==> config.mk <==
export PLATFORM = sky130hd
export DESIGN_NAME = wfts_mul
export DESIGN_NICKNAME = d
export VERILOG_FILES = /design/src/rtl/core/wfts_pkg.sv /design/src/rtl/core/wfts_mul.sv
export SDC_FILE = /design/constraint.sdc
export NUM_CORES = 1
export LEC_CHECK = 0
export BUFFER_PORTS_ARGS = -buffer_cell sky130_fd_sc_hd__buf_2
export CELL_PAD_IN_SITES_DETAIL_PLACEMENT = 2
export CELL_PAD_IN_SITES_GLOBAL_PLACEMENT = 2
export CORE_MARGIN = 4
export CORE_UTILIZATION = 30
export DETAILED_ROUTE_END_ITERATION = 10
export PLACE_DENSITY = 0.67
export SLEW_MARGIN = 20
export SYNTH_ARGS = -nofsm -noshare
export SYNTH_HDL_FRONTEND = slang
export SYNTH_SLANG_ARGS = --single-unit
==> constraint.sdc <==
create_clock -name clock -period 7.5 [get_ports clock]
set_input_delay 1.5 -clock clock [delete_from_list [all_inputs] [get_ports clock]]
set_output_delay 1.5 -clock clock [all_outputs]
set_load 0.01 [all_outputs]
==> src/rtl/core/wfts_pkg.sv <==
// ----------------------------------------------------------------------------
// wfts_pkg
// Shared widths, opcodes and types of the weighted fractal table sum block.
// ----------------------------------------------------------------------------
package wfts_pkg;

   localparam int TABLE_DEPTH = 4096;
   localparam int ADDR_W      = $clog2(TABLE_DEPTH);
   localparam int TERM_SLOTS  = 32;
   localparam int TERM_W      = $clog2(TERM_SLOTS);
   localparam int SIZE_W      = 13;
   localparam int COUNT_W     = 6;
   localparam int POS_W       = 24;
   localparam int SCALE_W     = 40;
   localparam int HALF_W      = SCALE_W / 2;
   localparam int SAMPLE_W    = 16;
   localparam int FRAC_W      = 24;
   localparam int SUM_W       = 36;
   localparam int ACC_W       = 38;

   // shared multiplier: signed operands wide enough for every unsigned use
   localparam int MUL_A_W     = POS_W + 1;
   localparam int MUL_B_W     = HALF_W + 1;
   localparam int PROD_W      = MUL_A_W + MUL_B_W;

   localparam int CSR_INDEX_W = 2;
   localparam logic [CSR_INDEX_W-1:0] CSR_TABLE_SIZE = 2'd0;
   localparam logic [CSR_INDEX_W-1:0] CSR_TERM_COUNT = 2'd1;

   typedef enum logic [1:0] {
      OP_LOAD_SAMPLE = 2'd0,
      OP_LOAD_TERM   = 2'd1,
      OP_EVAL        = 2'd2
   } op_type;

   typedef struct packed {
      logic signed [MUL_A_W-1:0] a;
      logic signed [MUL_B_W-1:0] b;
   } mul_req_type;

   typedef logic signed [PROD_W-1:0] prod_type;

endpackage

==> src/rtl/core/wfts_mul.sv <==
// ----------------------------------------------------------------------------
// wfts_mul
// Shared signed multiplier with a registered product.
// ----------------------------------------------------------------------------
module wfts_mul (
   input  logic                  clock,
   input  wfts_pkg::mul_req_type req,
   output wfts_pkg::prod_type    prod_ff
);

   wfts_pkg::prod_type prod_in;

   assign prod_in = wfts_pkg::PROD_W'(req.a * req.b);

   always_ff @(posedge clock) begin
      prod_ff <= prod_in;
   end

endmodule

==> results of run 1 <==
## cell families (layout without fill, tap and decap cells)
kind of cell               Yosys count  after routing  synth area share
buffers and inverters              707            973            0.1326
adders and majority gates          654            654            0.6063
and+or+nand+nor                    612            612            0.1493
AOI/OAI and AO/OA                  132            132           0.04602
xor gates and xnor gates            46             46           0.02002
DFF                                 46             46           0.04577
other                                0              1                 0
## repair_timing
item                                    CTS  global route
buffers inserted                          6            10
pin swaps                                43            97
endpoints found under the setup margin   21            19
resized for setup                        78           177
cloned                                    0             2
## layout make-up
cell class | count | area share
multi-input combinational | 1444 | 0.6990
timing repair buffer | 359 | 0.1200
inverter | 606 | 0.09270
tap | 864 | 0.04401
sequential | 46 | 0.03749
clock buffer | 6 | 0.005246
clock inverter | 2 | 0.001528
antenna | 1 | 0.0001019
## critical path, delay by kind of cell
family / cells / cell delay, ps
AO/OA/AOI/OAI: 7 / 1250
AND/OR/NAND/NOR: 2 / 370
buffers and inverters: 7 / 650
adder cells (fa/ha/maj): 8 / 3810
## placed cells by master, fill, tap and decap left out, types with 4 or more instances in the layout
cell type	n
o21bai_1	8
nor2_1	35
nand2b_1	11
o21ai_1	4
ha_1	98
buf_2	55
o21ai_2	5
nand3_1	9
nor2b_1	4
buf_6	43
and2_4	16
o21a_1	5
xor2_1	13
inv_1	582
dfxtp_1	46
a21oi_1	25
xnor2_1	33
buf_4	235
a21o_1	17
buf_12	9
fa_1	508
and2_1	213
buf_8	8
fa_2	27
clkbuf_4	6
a21oi_2	10
inv_2	23
o21ai_0	12
nand2_1	293
clkbuf_16	7
ha_4	20
nand4_1	6
## worst min-delay path by stage
stage	from	end	slack, ps	depth (start not counted)
floorplan	prod_ff[0]	prod_ff[0]	1800	0
detailed placement	prod_ff[11]	prod_ff[11]	1900	1
CTS	req[0]	prod_ff[0]	1830	3
global route	req[0]	prod_ff[0]	1730	3
finish	req[0]	prod_ff[0]	1730	3
global placement	prod_ff[18]	prod_ff[18]	1900	1
## metal layers
| layer | vias up | track usage | part of all wire |
|---|---|---|---|
| met5 | - | 0 | 0 |
| met4 | 0 | 0.03712 | 0.024 |
| met3 | 73 | 0.01189 | 0.018 |
| met2 | 165 | 0.3935 | 0.58 |
| met1 | 8207 | 0.2168 | 0.38 |
| li1 | 6784 | - | - |
## metrics by stage
step                      setup TNS, ps  area (um^2)  worst slack [ps]  instances  utilization
after global placement            -7989        23290            -505.2       3304       0.3523
after detailed placement         -12410        23290            -678.1       3304       0.3523
final                                 0        24560             108.9       3328       0.3716
after global routing             -411.2        24560            -92.73       3328       0.3716
after CTS                             0        23800             3.790       3316       0.3600
after floorplan                       0        20170             3.059       2197            -
==> results.md, run 1 <==
* Core area at 66100 um^2
* Via density at 4.576
* Final Setup Violations at 0
* RSZ-0062 raised after global routing: yes
* Root Buffer: clkbuf_16
* Detail Route Antenna Nets at 0
* Slew HR at 0.6149
* Top-area cell type share of the netlist area at 0.5323
* Critical path class: primary input to flop
* Post-CTS Hold Buffers at 0
* FFs w/ async S/R, synth at 0
* Post-synth top area cell: fa_1
* Yosys warns at 0
* # Max-Cap Violations at 0
* CTS tree: yes
* Crit-path cells: clkbuf_4, nand2_1, fa_1, inv_1, fa_1, inv_1, fa_1, inv_1, fa_1, fa_2, fa_1, inv_1, fa_1, inv_1, ha_4, a211o_1, a21oi_2, o21a_1, o21ai_2, o31ai_4, buf_12, a211oi_2, or2_1, a21oi_1
* Max clock buf depth at 2
* Max FFs per register at 46
* Biggest regs: prod_ff (46)
* Synth-to-Final Area Change at 22.08%
* Req. time, crit path at around 7700 ps
* Seq/Total Area, Yosys at 0.04577
* Vias in the first global route at 19150
* Crit path DAT at 7610 ps
* Detailed Route Iter0 Violations at about 390
* Post-synth EDFFs at 0
* Critical path's most frequent cell: fa_1
* Dominant synthesized flop cell: dfxtp_1
* Critical Path Source Type: primary input
* Global Route Usage Sum at 0.1919
* Final WL at 66550 um
* Htree depth at 2
* Vias at ~15000
* Worst-path clk slew at 70 ps
* Seq cells post-synth at 46
* Die H at 267.0 um
* Initial antenna violation count at 1
* CP Launch Point: req[13]
* Area contributors post-synth: fa_1 (53%), inv_1 (11%), ha_1 (7.4%), and2_1 (7.1%), nand2_1 (5.5%)
* Row Count at 94
* Final period util at 0.9855
* Netlist cell types at 67
* Worst Tran Pin Value at around 580 ps
* Initial Util at 0.3044
* IO Count at 93
* Worst Hold Class: primary input to flop
* Status: complete, no violations
* Nets at 3163
* Peak fanout along the critical path at 8
* Fin. Hold Viols at 0
* Area of the die at 71280 um^2
* Avg Cell Area, Syn at 9.159 um^2
* First drt pass iteration count at 4
* Post-Syn Nets at roughly 2900
* Top post-synthesis cells by count: inv_1 (605), fa_1 (535), nand2_1 (293)
* Slew Viols, Final at 0
* Synthesized area at 20120 um^2
* Reg area at 920.9 um^2
* Gpl congestion at approximately 0.8
* CP peak stage delay at ~620 ps
* Count leader, synth: inv_1
* Clock tree sinks at 46
* Dpl hpwl at between 50000 and 60000 um
* Width of the die at 267.0 um
* First-pass GRT wire length at 105600 um
* Min Tclk post-route at 7391 ps
* Filler cells at 7304
* Fmax at 135.3 MHz
* WHS at around 1700 ps
* Worst Setup EP: prod_ff[41]
* Critical path's slowest cell: fa_1
* Largest net degree at the start of global routing at 17
* Total CTS buffers at 5
* Share of cells above drive strength 1 at 0.2075
* Synth Instances at roughly 2200
* Mean routed wirelength per cell at 20.00 um
* Multi-input logic area at 17170 um^2
* Residual DRC at 0
* PortBufs at a little over 90
* Top reg by flops: prod_ff
* Crit path capture type: flop
* Grt ovf at 0
Power of run 1 is not shown: default switching activity piles up to over one toggle a cycle in this logic, so the estimate is an artifact.
==> run 2, diff against run 1 <==
ABC_AREA = 1   (was unset)
CORE_UTILIZATION = 35   (was 30)
PLACE_DENSITY = 0.81   (was 0.67)
==> results.md, run 2 <==
* Core area at 61710 um^2 (-6.6%)
* Share of cells above drive strength 1 at 0.1243 (-0.08318)
* Commonest non-fill, non-tap cell in the layout: inv_1
* Final period util at 0.9853 (about the same)
* First-pass GRT wire length at 134500 um (+27%)
* Count leader, synth: inv_1
* Status: complete, no violations
* Area of the die at 66380 um^2 (-6.9%)
* Top-area cell type share of the netlist area at 0.4911 (-0.04122)
* Total CTS buffers at 5 (unchanged)
* Largest net degree at the start of global routing at 26 (+9)
* Critical Path Source Type: primary input
* Netlist cell types at 30 (-55%)
* Vias in the first global route at 23530 (+23%)
* Seq cells post-synth at 46 (unchanged)
* Fin. Hold Viols at 0 (unchanged)
* Vias at 18450 (+21%)
* Grt ovf at 0 (unchanged)
* Yosys warns at 0 (unchanged)
* Post-synth EDFFs at 0 (unchanged)
* Worst Hold Class: primary input to flop
* Synth-to-Final Area Change at 12.97%
* Crit path capture type: flop
* Residual DRC at 0 (unchanged)
* Die H at 257.6 um (-3.5%)
* Initial Util at 0.3534 (+0.04901)
* Fin Setup TNS at 0 ps (unchanged)
* IO Count at 93 (unchanged)
* Biggest regs: prod_ff (46)
* Root Buffer: clkbuf_16
* Dpl hpwl at 78640 um (+32%)
* Worst Tran Pin Value at 701.8 ps (+124.8 ps)
* Final Setup Violations at 0 (unchanged)
* Row Count at 91 (-3.2%)
* Via density at 4.795 (+4.8%)
* FFs w/ async S/R, synth at 0 (unchanged)
* PortBufs at 92 (unchanged)
* Crit path DAT at 7570 ps (-40 ps)
* Detailed Route Iter0 Violations at 728 (+87%)
* Critical path class: primary input to flop
* Top post-synthesis cells by count: inv_1 (964), nand2_1 (808), fa_1 (535)
* Gpl congestion at 0.8747 (+7.4%)
* Fmax at 135.3 MHz (about the same)
* Top reg by flops: prod_ff
* Htree depth at 2 (unchanged)
* Global Route Usage Sum at 0.2638 (+0.07195)
* Avg Cell Area, Syn at 7.610 um^2 (-17%)
* Nets at 3709 (+17%)
* Detail Route Antenna Nets at 0 (unchanged)
* Final WL at 86850 um (+31%)
* Post-Syn Nets at 3567 (+23%)
* First drt pass iteration count at 5 (+1)
* Synth Instances at 2866 (+30%)
* CTS tree: yes
* Post-synth top area cell: fa_1
* Peak fanout along the critical path at 18 (+10)
* Synthesized area at 21810 um^2 (+8.4%)
* # Max-Cap Violations at 0 (unchanged)
* Width of the die at 257.6 um (-3.5%)
* Seq/Total Area, Yosys at 0.04222 (-0.003544)
* Clock tree sinks at 46 (unchanged)
* Min Tclk post-route at 7390 ps (-1.283 ps)
* Final core utilization at 0.3993 (+0.02763)
* Slew HR at 0.5322 (-0.08275)
* Max FFs per register at 46 (unchanged)
* Most frequent cells in the layout: inv_1 (959), nand2_1 (801), fa_1 (525), buf_4 (148), ha_1 (115)
* Dominant synthesized flop cell: dfxtp_1
* Area contributors post-synth: fa_1 (49%), inv_1 (17%), nand2_1 (14%), ha_1 (6.8%), dfxtp_1 (4.2%)
* Max clock buf depth at 2 (unchanged)
* Post-CTS Hold Buffers at 0 (unchanged)
* Initial antenna violation count at 3 (+2)
* Req. time, crit path at 7680 ps (-40 ps)
* Worst-path clk slew at 70 ps (about the same)
* Slew Viols, Final at 0 (unchanged)
* Mean routed wirelength per cell at 22.57 um (+13%)
[run 2: cell count changes after synthesis, moves of 9 or more]
cell      before  now
clkbuf_1      93  111
and2_1       228    0
nand2_1      293  808
nor2_2         0   21
nand2b_1      11    0
nand2_2        0   23
xnor2_1       33    9
nand3_1       12   35
nand4_1        6   15
a21o_1        17    1
nor2_1        38   70
inv_1        605  964
[run 2: kinds of logic after synthesis]
| family | after synthesis | synth area share |
|---|---|---|
| and+or+nand+nor | 999 | 0.1867 |
| xor gates and xnor gates | 24 | 0.009638 |
| buffers and inverters | 1085 | 0.1867 |
| DFF | 46 | 0.04222 |
| AOI/OAI and AO/OA | 58 | 0.01537 |
| adders and majority gates | 654 | 0.5593 |
[run 2: area by class of cell]
| type | count | area, um^2 |
|---|---|---|
| Multi-Input combinational cell | 1735 | 16980 |
| Clock inverter | 2 | 37.54 |
| Timing Repair Buffer | 247 | 1866 |
| Fill cell | 7332 | 37070 |
| Clock buffer | 6 | 128.9 |
| Tap cell | 837 | 1047 |
| Antenna cell | 2 | 5.005 |
| Inverter | 973 | 3652 |
| Sequential cell | 46 | 920.9 |
[run 2: stage by stage]
step / hold WS [ps] / setup WS [ps] / cell area, um^2 / instances
2_1_floorplan: 1786 / 33.54 / 21810 / 2866
3_3_place_gp: 1897 / -143.8 / 24200 / 3836
3_5_place_dp: 1900 / -740.4 / 24200 / 3836
4_1_cts: 1768 / 6.907 / 24460 / 3846
5_1_grt: 1793 / -32.37 / 24640 / 3848
6_report: 1777 / 110.2 / 24640 / 3848
[run 2: critical path, stage by stage]
cell,delay (ps)
buf_6,150
nand2_1,110
inv_1,100
fa_2,670
inv_2,110
buf_4,160
fa_1,510
fa_1,500
fa_1,530
fa_1,500
fa_1,580
inv_1,100
fa_2,520
ha_4,300
buf_4,110
nand2_2,100
nor2_4,160
nand2_2,110
nor2_4,130
nand4_1,240
nand4_1,230
nand2_1,90
[run 2: path summary, 6_finish.rpt]
path                 from     endpoint  slack [ps]  depth (start not counted)
setup / recovery   req[7]  prod_ff[39]         110                         22
hold / removal    req[21]   prod_ff[0]        1780                          4
[run 2: timing repair]
action                                  CTS  global route
endpoints found under the setup margin   11            16
resized for setup                        28            56
buffers inserted                          2             0
pin swaps                                10             6
[run 2: metal layers]
metal,track usage,share of wire,vias up
met5,0,0.00010,-
met4,0.1355,0.062,2
met1,0.2701,0.35,9690
met3,0.02491,0.022,278
li1,-,-,8081
met2,0.5267,0.56,401
Power of run 2 is left out for the same reason.
==> run 3, diff against run 2 <==
CTS_BUF_LIST = sky130_fd_sc_hd__clkbuf_8   (was unset)
==> results.md, run 3 (same netlist as run 2, synthesis figures left out) <==
* Dpl hpwl at 78640 um (unchanged)
* Htree depth at 2 (unchanged)
* Post-CTS Hold Buffers at 0 (unchanged)
* Status: complete, no violations
* Share of cells above drive strength 1 at 0.1233 (-0.0009970)
* Area of the die at 66380 um^2 (unchanged)
* Multi-input logic area at 16980 um^2 (about the same)
* Synth-to-Final Area Change at 12.63%
* Crit path DAT at 7710 ps (+140 ps)
* Biggest regs: prod_ff (46)
* Fmax at 134.1 MHz (-0.94%)
* Worst-path clk slew at 100 ps (+30 ps)
* Cells after DPL at 3836 (unchanged)
* Fin. Hold Viols at 0 (unchanged)
* Reg area at 920.9 um^2 (unchanged)
* Worst Hold Class: primary input to flop
* Met1 Track Usage GR at 0.2684 (-0.001666)
* Layout Cells excl Fill at 3848 (unchanged)
* CTS tree: yes
* Slack of the critical path at 40.23 ps (-69.96 ps)
* WHS at 1748 ps (-29.43 ps)
* Req. time, crit path at 7750 ps (+70 ps)
* Clock tree sinks at 46 (unchanged)
* Initial Util at 0.3534 (unchanged)
* Final Setup Violations at 0 (unchanged)
* Row Count at 91 (unchanged)
* Nets at 3709 (unchanged)
* Gpl congestion at 0.8747 (unchanged)
* Width of the die at 257.6 um (unchanged)
* Die H at 257.6 um (unchanged)
* Top reg by flops: prod_ff
* Residual DRC at 0 (unchanged)
* Peak fanout along the critical path at 18 (unchanged)
* Worst Tran Pin Value at 694.8 ps (-6.985 ps)
* Most frequent cells in the layout: inv_1 (962), nand2_1 (803), fa_1 (526), buf_4 (149), ha_1 (115)
* GRT met3 Usage at 0.02609 (+0.001177)
* Vias at 18450 (-0.0054%)
* Largest net degree at the start of global routing at 26 (unchanged)
* Final period util at 0.9946 (+0.009329)
* Initial antenna violation count at 3 (unchanged)
* Critical Path Source Type: primary input
* Root Buffer: clkbuf_8
* Setup WS pre-CTS at -740.4 ps (unchanged)
* Detailed Route Iter0 Violations at 706 (-3.0%)
* Min Tclk post-route at 7460 ps (+69.96 ps)
* Max FFs per register at 46 (unchanged)
* Max clock buf depth at 2 (unchanged)
* First-pass GRT wire length at 134000 um (-0.38%)
* Total CTS buffers at 5 (unchanged)
* Grt ovf at 0 (unchanged)
* Slew Viols, Final at 0 (unchanged)
* Commonest non-fill, non-tap cell in the layout: inv_1
* Detail Route Antenna Nets at 0 (unchanged)
* Vias in the first global route at 23510 (-0.11%)
* Grt peak-use layer: met2
* Filler cells at 7336 (+0.055%)
* Critical path class: primary input to flop
* First drt pass iteration count at 5 (unchanged)
* PortBufs at 92 (unchanged)
* Via density at 4.795 (about the same)
* Global Route Usage Sum at 0.2628 (-0.0009978)
* Met2 usage in global routing at 0.5223 (-0.004370)
* # Max-Cap Violations at 0 (unchanged)
* Core area at 61710 um^2 (unchanged)
* Mean routed wirelength per cell at 22.46 um (-0.50%)
* Crit path capture type: flop
* Final WL at 86420 um (-0.50%)
* Slew HR at 0.5368 (+0.004657)
* IO Count at 93 (unchanged)
## run 3: cell count changes in the layout (fill, tap and decap cells not counted), moves of 3 or more
cell       previous run  this run
clkbuf_8              0         5
nor2_2               21        25
inv_1               959       962
buf_2                69        73
clkbuf_16             5         0
clkbuf_4              9         6
## run 3: area by class of cell
type / count / area share
clock inverter: 3 / 0.001681
clock buffer: 5 / 0.002801
multi-input combinational: 1735 / 0.6913
sequential: 46 / 0.03749
timing repair buffer: 247 / 0.07523
antenna: 2 / 0.0002037
tap: 837 / 0.04263
inverter: 973 / 0.1487
## run 3: metal layers
layer,part of all wire,vias to the layer above
met5,0.00012,-
met4,0.062,2
met3,0.024,273
met2,0.56,403
met1,0.35,9695
li1,-,8078
## run 3: final timing paths
path  cells after the start    start     endpoint
max                      23   req[7]  prod_ff[39]
min                       4  req[21]   prod_ff[0]
## run 3: what timing repair did
| item | in CTS | in global routing |
|---|---|---|
| setup endpoints to repair | 9 | 12 |
| cloned | 0 | 0 |
| hold endpoints to repair | 0 | 0 |
| gates resized for setup | 24 | 49 |
| buffers inserted | 2 | 0 |
| pin swaps | 10 | 7 |
## run 3: stage by stage
stage          TNS [ps]  utilization  cell area (um^2)
2_1_floorplan         0            -             21810
3_3_place_gp     -291.7       0.3921             24200
3_5_place_dp      -6887       0.3921             24200
4_1_cts               0       0.3952             24390
5_1_grt          -140.4       0.3981             24560
6_report              0       0.3981             24560
## run 3: critical path, cell delays in order
cell     delay, ps
buf_4          200
nand2_2        110
inv_1          100
fa_2           670
inv_2          110
buf_4          160
fa_1           570
fa_1           470
fa_1           520
fa_1           480
fa_1           580
inv_1          100
fa_2           510
ha_4           300
buf_4          110
nand2_2         90
nor2_4         170
nand2_1        120
nor2_2         150
nand4_1        250
nand3_1        200
nand2_1         90
nand2_1         90
Power of run 3 is left out for the same reason.
